--- src/assert_macros.svh ---
// Assertion helpers included by bsm_ctrl.
`ifndef ASSERT_MACROS_SVH
`define ASSERT_MACROS_SVH

// Checked on every edge, skipped while reset is held.
`define ASSERT_RST(label, clk, rstn, prop, msg) \
    label: assert property (@(posedge clk) disable iff (!rstn) prop) else $error(msg);

// Checked on every edge, reset included.
`define ASSERT_ALWAYS(label, clk, prop, msg) \
    label: assert property (@(posedge clk) prop) else $error(msg);

`endif

--- src/bsm_pkg.sv ---
// ----------------------------------------------------------------------------
// bsm_pkg
// Types and constants for the bank switch mapper with battery SRAM.
// ----------------------------------------------------------------------------
package bsm_pkg;

    // access kinds
    localparam logic OP_READ  = 1'b0;
    localparam logic OP_WRITE = 1'b1;

    // configuration register indexes
    localparam int CFG_IDX_W = 3;
    localparam logic [CFG_IDX_W-1:0] CFG_BANK_16K     = 3'd0;
    localparam logic [CFG_IDX_W-1:0] CFG_RANGE_MASK   = 3'd1;
    localparam logic [CFG_IDX_W-1:0] CFG_ROM_MASK     = 3'd2;
    localparam logic [CFG_IDX_W-1:0] CFG_SRAM_ENABLE  = 3'd3;
    localparam logic [CFG_IDX_W-1:0] CFG_SRAM_AMASK   = 3'd4;
    localparam logic [CFG_IDX_W-1:0] CFG_SELECT_MASK  = 3'd5;
    localparam logic [CFG_IDX_W-1:0] CFG_PROTECT_MASK = 3'd6;
    localparam logic [CFG_IDX_W-1:0] CFG_WRITE_LOW    = 3'd7;
    localparam int CFG_DATA_W = 16;

    // address bits 15..13 of interest
    localparam logic [2:0] AREA_LOW  = 3'b010;   // 4000h-5FFFh
    localparam logic [2:0] AREA_BANK = 3'b011;   // 6000h-7FFFh, bank registers

    localparam int OFFSET_W   = 13;
    localparam int PAGE_W     = 9;
    localparam int BYTE_W     = 8;
    localparam int CPU_ADDR_W = 16;
    localparam int NUM_PAGES  = 4;
    localparam int PAGE_IDX_W = 2;

    localparam logic [CPU_ADDR_W-1:0] OFFSET_MASK = 16'h1FFF;
    localparam logic [CPU_ADDR_W-1:0] HALF_BIT    = 16'h2000;
    localparam logic [BYTE_W-1:0]     SRAM_FILL   = 8'hFF;
    localparam logic [PAGE_W-1:0]     ROM_MASK_RST = 9'h1FF;

    localparam int S_TDATA_W = 24;  // address, data
    localparam int M_TDATA_W = 32;  // read_data, rom_page, rom_offset, pad
    localparam int M_TUSER_W = 2;   // in_window, from_sram

    typedef enum logic [1:0] {
        ST_CLEAR,
        ST_IDLE,
        ST_EXEC,
        ST_LOAD
    } state_t;

    typedef struct packed {
        logic clr_en;   // write fill pattern at the clear counter
        logic accept;   // latch incoming word
        logic exec;     // update mapper state, access SRAM
        logic load;     // capture result into output register
    } ctrl_cmd_t;

    typedef struct packed {
        logic clr_last; // clear counter at last entry
        logic out_busy; // output register full and not drained this cycle
    } ctrl_sts_t;

endpackage

--- src/bsm_ctrl.sv ---
// ----------------------------------------------------------------------------
// bsm_ctrl
// Sequencer: SRAM clear after reset, then accept / execute / load per word.
// ----------------------------------------------------------------------------
`include "assert_macros.svh"

module bsm_ctrl (
    input  logic               aclk,
    input  logic               aresetn,
    input  logic               s_tvalid,
    output logic               s_tready,
    input  bsm_pkg::ctrl_sts_t sts,
    output bsm_pkg::ctrl_cmd_t cmd
);

    bsm_pkg::state_t state_reg, state_next;

    logic in_clear;
    logic in_idle;
    logic in_exec;
    logic in_load;

    always_ff @(posedge aclk) begin
        if (!aresetn) begin
            state_reg <= bsm_pkg::ST_CLEAR;
        end else begin
            state_reg <= state_next;
        end
    end

    always_comb begin
        state_next = state_reg;
        cmd        = '0;
        s_tready   = 1'b0;
        case (state_reg)
            bsm_pkg::ST_CLEAR: begin
                cmd.clr_en = 1'b1;
                if (sts.clr_last) begin
                    state_next = bsm_pkg::ST_IDLE;
                end
            end
            bsm_pkg::ST_IDLE: begin
                s_tready   = 1'b1;
                cmd.accept = s_tvalid;
                if (s_tvalid) begin
                    state_next = bsm_pkg::ST_EXEC;
                end
            end
            bsm_pkg::ST_EXEC: begin
                cmd.exec   = 1'b1;
                state_next = bsm_pkg::ST_LOAD;
            end
            bsm_pkg::ST_LOAD: begin
                // wait here while the previous result is still held
                if (!sts.out_busy) begin
                    cmd.load   = 1'b1;
                    state_next = bsm_pkg::ST_IDLE;
                end
            end
            default: begin
                state_next = bsm_pkg::ST_IDLE;
            end
        endcase
    end

    assign in_clear = (state_reg == bsm_pkg::ST_CLEAR);
    assign in_idle  = (state_reg == bsm_pkg::ST_IDLE);
    assign in_exec  = (state_reg == bsm_pkg::ST_EXEC);
    assign in_load  = (state_reg == bsm_pkg::ST_LOAD);

    `ASSERT_RST(a_accept_to_exec, aclk, aresetn, (in_idle && s_tvalid) |=> in_exec, "no execute")
    `ASSERT_RST(a_clear_once, aclk, aresetn, !in_clear |=> !in_clear, "clear pass restarted")
    `ASSERT_RST(a_load_holds, aclk, aresetn, (in_load && sts.out_busy) |=> in_load, "result dropped")

endmodule

--- config.mk ---
export PLATFORM = sky130hd
export DESIGN_NAME = bsm_ctrl
export DESIGN_NICKNAME = d
export VERILOG_FILES = /design/src/bsm_pkg.sv /design/src/bsm_ctrl.sv
export VERILOG_INCLUDE_DIRS = /design/src /design/src/src
export SDC_FILE = /design/constraint.sdc
export NUM_CORES = 1
export LEC_CHECK = 0
export ABC_AREA = 1
export BUFFER_PORTS_ARGS = -buffer_cell sky130_fd_sc_hd__buf_4
export CORE_AREA = 2 2 39 41
export CTS_CLUSTER_DIAMETER = 150
export DETAILED_ROUTE_END_ITERATION = 7
export DIE_AREA = 0 0 41 43
export GPL_TIMING_DRIVEN = 0
export SETUP_SLACK_MARGIN = 0.02
export SYNTH_ARGS = -nofsm -noshare
export SYNTH_HDL_FRONTEND = slang
export SYNTH_SLANG_ARGS = --single-unit
--- constraint.sdc ---
create_clock -name aclk -period 1.6 [get_ports aclk]
set_input_delay 0.08 -clock aclk [delete_from_list [all_inputs] [get_ports aclk]]
set_output_delay 0.08 -clock aclk [all_outputs]
set_load 0.005 [all_outputs]
==> impl_metrics.csv <==
group,metric,value,unit
outcome,status,"finished, final reports clean",
floorplanning,start_util,15.37,%
pwr,pwr-share-seq,19.2,%
global_routing,grt_max_degree,5,
run,maxCapViolations,0,
final_layout,fillers,160,
yosys,syn_inst,30,
yosys,syn_nets,40,
yosys,synth_area,212.7,sq um
floorplanning,num_rows,14,
clock_tree,clk_latency,0.23,ns
yosys,synth.distinct_cells,9,
clock_tree,cts_max_path_buffers,2,
global_routing,grt_use_total,6.306,%
sta,finalCriticalPeriod,1.174,ns
critical_path,critPathBufInv,3,
yosys,synth-async-reset-ratio,0,%
yosys,synthFlopType,"dfxtp_1",
sta,post-route-period-util,73.37,%
yosys,yosys_register_bits,2,
clock_tree,clockRootBuffer,"clkbuf_4",
route,routedWlPerCell,6.828,microns
pwr,power_density,1454,mW/mm^2
sta,fin_ws,0.4261,ns
yosys,synthMuxAreaShare,0,%
critical_path,worst-path-max-fanout,4,
yosys,synth.most_common_cell,"inv_1",
place,pre_cts_slack,0.4531,ns
global_routing,grt_first_pass_wirelength,627,microns
hold_path,hold_class,"input port to flop",
sta,slew_viol_final,0,
hold_path,min_from,"aresetn",
final_layout,fin_cells,58,
sta,max_slew_margin,90.10,%
place,dpl.hpwl,333.8,microns
route,drc,0,
place,dp_cells,55,
route,num_vias,204,
route,ant_nets,0,
global_routing,grt_overflow_total,0,
clock_tree,cts_buffers,3,
floorplanning,fp.dieH,43,microns
critical_path,path_delay_family,"flip-flops",
floorplanning,coreArea,0.001384,sq mm
pwr,p_leak,0.2020,nW
yosys,seq_area_frac_synth,18.82,%
route,drt-total-wl,396,microns
sta,fin_skew,0.001917,ns
floorplanning,io_pins,10,
sta,fmaxAchievable,851.9,MHz
yosys,synth_simple_gate_area_share,35.88,%
global_routing,antenna_found_initial,0,
floorplanning,die-area,0.001763,sq mm
place,dpl_cell_area,300.3,sq um
clock_tree,post_cts_buffers,0,
critical_path,reg2reg_from,"state_reg[0]$_SDFFE_PN0P_",
final_layout,largest_register_ffs,2,
route,drtIter0Drc,0,
yosys,synth_top_area_cell,"ha_1",
place,place.gp.congestion,0.6213,
floorplanning,die_x,41,microns
final_layout,final_core_util,23.33,%
route,via_per_inst,3.517,
yosys,synth_top_area_share,29.41,%
sta,finalSetupTns,0,ns
pwr,pwr-share-clk,24.3,%
critical_path,critPathLaunchType,"flop",
final_layout,num-nets-final,54,
pwr,power.switching,184.3,uW
clock_tree,h-tree-depth,1,
yosys,yosysWarnings,0,
critical_path,max_stage_delay,0.34,ns
final_layout,drive_above_1_share,38.10,%
critical_path,crit_path_top_delay_cell,"dfxtp_1",
final_layout,antenna_cells,0,
sta,finalSetupViolations,0,
clock_tree,ctsResizeCount,0,
yosys,yosys.area_share.adder,29.41,%
critical_path,arrival,1.09,ns
clock_tree,ctsHoldBuffers,0,
yosys,synth_compound_area_share,0,%
sta,hold_violations,0,
yosys,synth_edf_count,0,
yosys,synth_top_family_by_area,"simple AND/OR/NAND/NOR gates",
route,first_pass_iters,1,
sta,rsz0062_at_grt,"no",
critical_path,crit_top_cell,"inv_1",
clock_tree,cts.reportedPaths.clkPinSlew,0.03,ns
pwr,p_int,285.0,uW
pwr,p_comb_share,56.5,%
pwr,swShare,39.27,%
sta,worst_pin_slew,0.1483,ns
critical_path,setup.worst_path.start,"state_reg[1]$_SDFFE_PN0P_",
clock_tree,tritoncts,"done",
yosys,synth_common_cells,"inv_1, ha_1, nand2_1",
critical_path,endpoint_kind,"primary output",
yosys,avgSynthCellArea,7.090,sq um
yosys,synth-xor-area-share,0,%
place,io_buffer_count,9,
final_layout,fin_area,322.8,sq um
pwr,peakVddDrop,272.7,uV
critical_path,critical_path_class,"flop to primary output",
critical_path,path_cells,"inv_1 > ha_1 > nand2_1 > inv_1 > buf_4",
global_routing,grt_pass1_vias,201,
yosys,synth_area_leaders,"ha_1, dfxtp_1, inv_1",
clock_tree,cts.sinks,2,
critical_path,required,1.52,ns
final_layout,area_growth,51.76,%
-- kinds of logic after synthesis --
kind of cell,after synthesis
AND/OR/NAND/NOR,14
buffers and inverters,9
adder cells (fa/ha/maj),5
flip-flops,2
-- stage by stage --
step | hold WS (ns) | power (mW)
floorplan | 0.1911 | 0.2644
global placement | 0.3200 | 0.3564
detailed placement | 0.3291 | 0.3642
CTS | 0.09105 | 0.4819
global route | 0.1206 | 0.5248
finish | 0.08798 | 0.4692
-- area by class of cell --
class | count | area, sq um | area share, %
Multi-Input combinational cell | 19 | 138.9 | 43.02
Timing Repair Buffer | 9 | 67.56 | 20.93
Sequential cell | 2 | 40.04 | 12.40
Inverter | 9 | 33.78 | 10.47
Clock buffer | 3 | 22.52 | 6.977
Tap cell | 16 | 20.02 | 6.202
-- metal layers --
| metal | GRT usage (%) | wire length (microns) |
|---|---|---|
| met3 | 3.141 | 40 |
| met1 | 3.822 | 148 |
| met4 | 10.00 | 24 |
| met2 | 9.375 | 182 |
| met5 | 0 | 0 |
-- tightest hold or removal path, stage by stage --
cell and delay (ns):
buf_4 0.08, nand2_1 0.04, nor2_1 0.07
-- power by group through the flow --
stage          clock network, mW  logic (mW)  registers [mW]
6_report                   0.114       0.265          0.0903
5_1_grt                    0.120       0.312          0.0923
4_1_cts                    0.118       0.273          0.0914
3_5_place_dp                   0       0.272          0.0922
3_3_place_gp                   0       0.266          0.0906
2_1_floorplan                  0       0.177          0.0870
-- cells in the final DEF (no fill, tap or decap), drive strengths merged --
master / netlist / final
buf: 0 / 9
clkbuf: 0 / 3
dfxtp: 2 / 2
ha: 5 / 5
inv: 9 / 9
nand2: 8 / 8
nand3: 1 / 1
nand4: 2 / 2
nor2: 3 / 3
-- final timing paths --
| kind | slack (ns) | cells after the start | to |
|---|---|---|---|
| setup / recovery | 0.43 | 5 | cmd[2] |
| hold / removal | 0.09 | 3 | state_reg[1]$_SDFFE_PN0P_ |
| setup reg to reg | 0.48 | 7 | state_reg[0]$_SDFFE_PN0P_ |
| hold reg to reg | 0.61 | 4 | state_reg[1]$_SDFFE_PN0P_ |
Power figures use the tool's default switching activity.
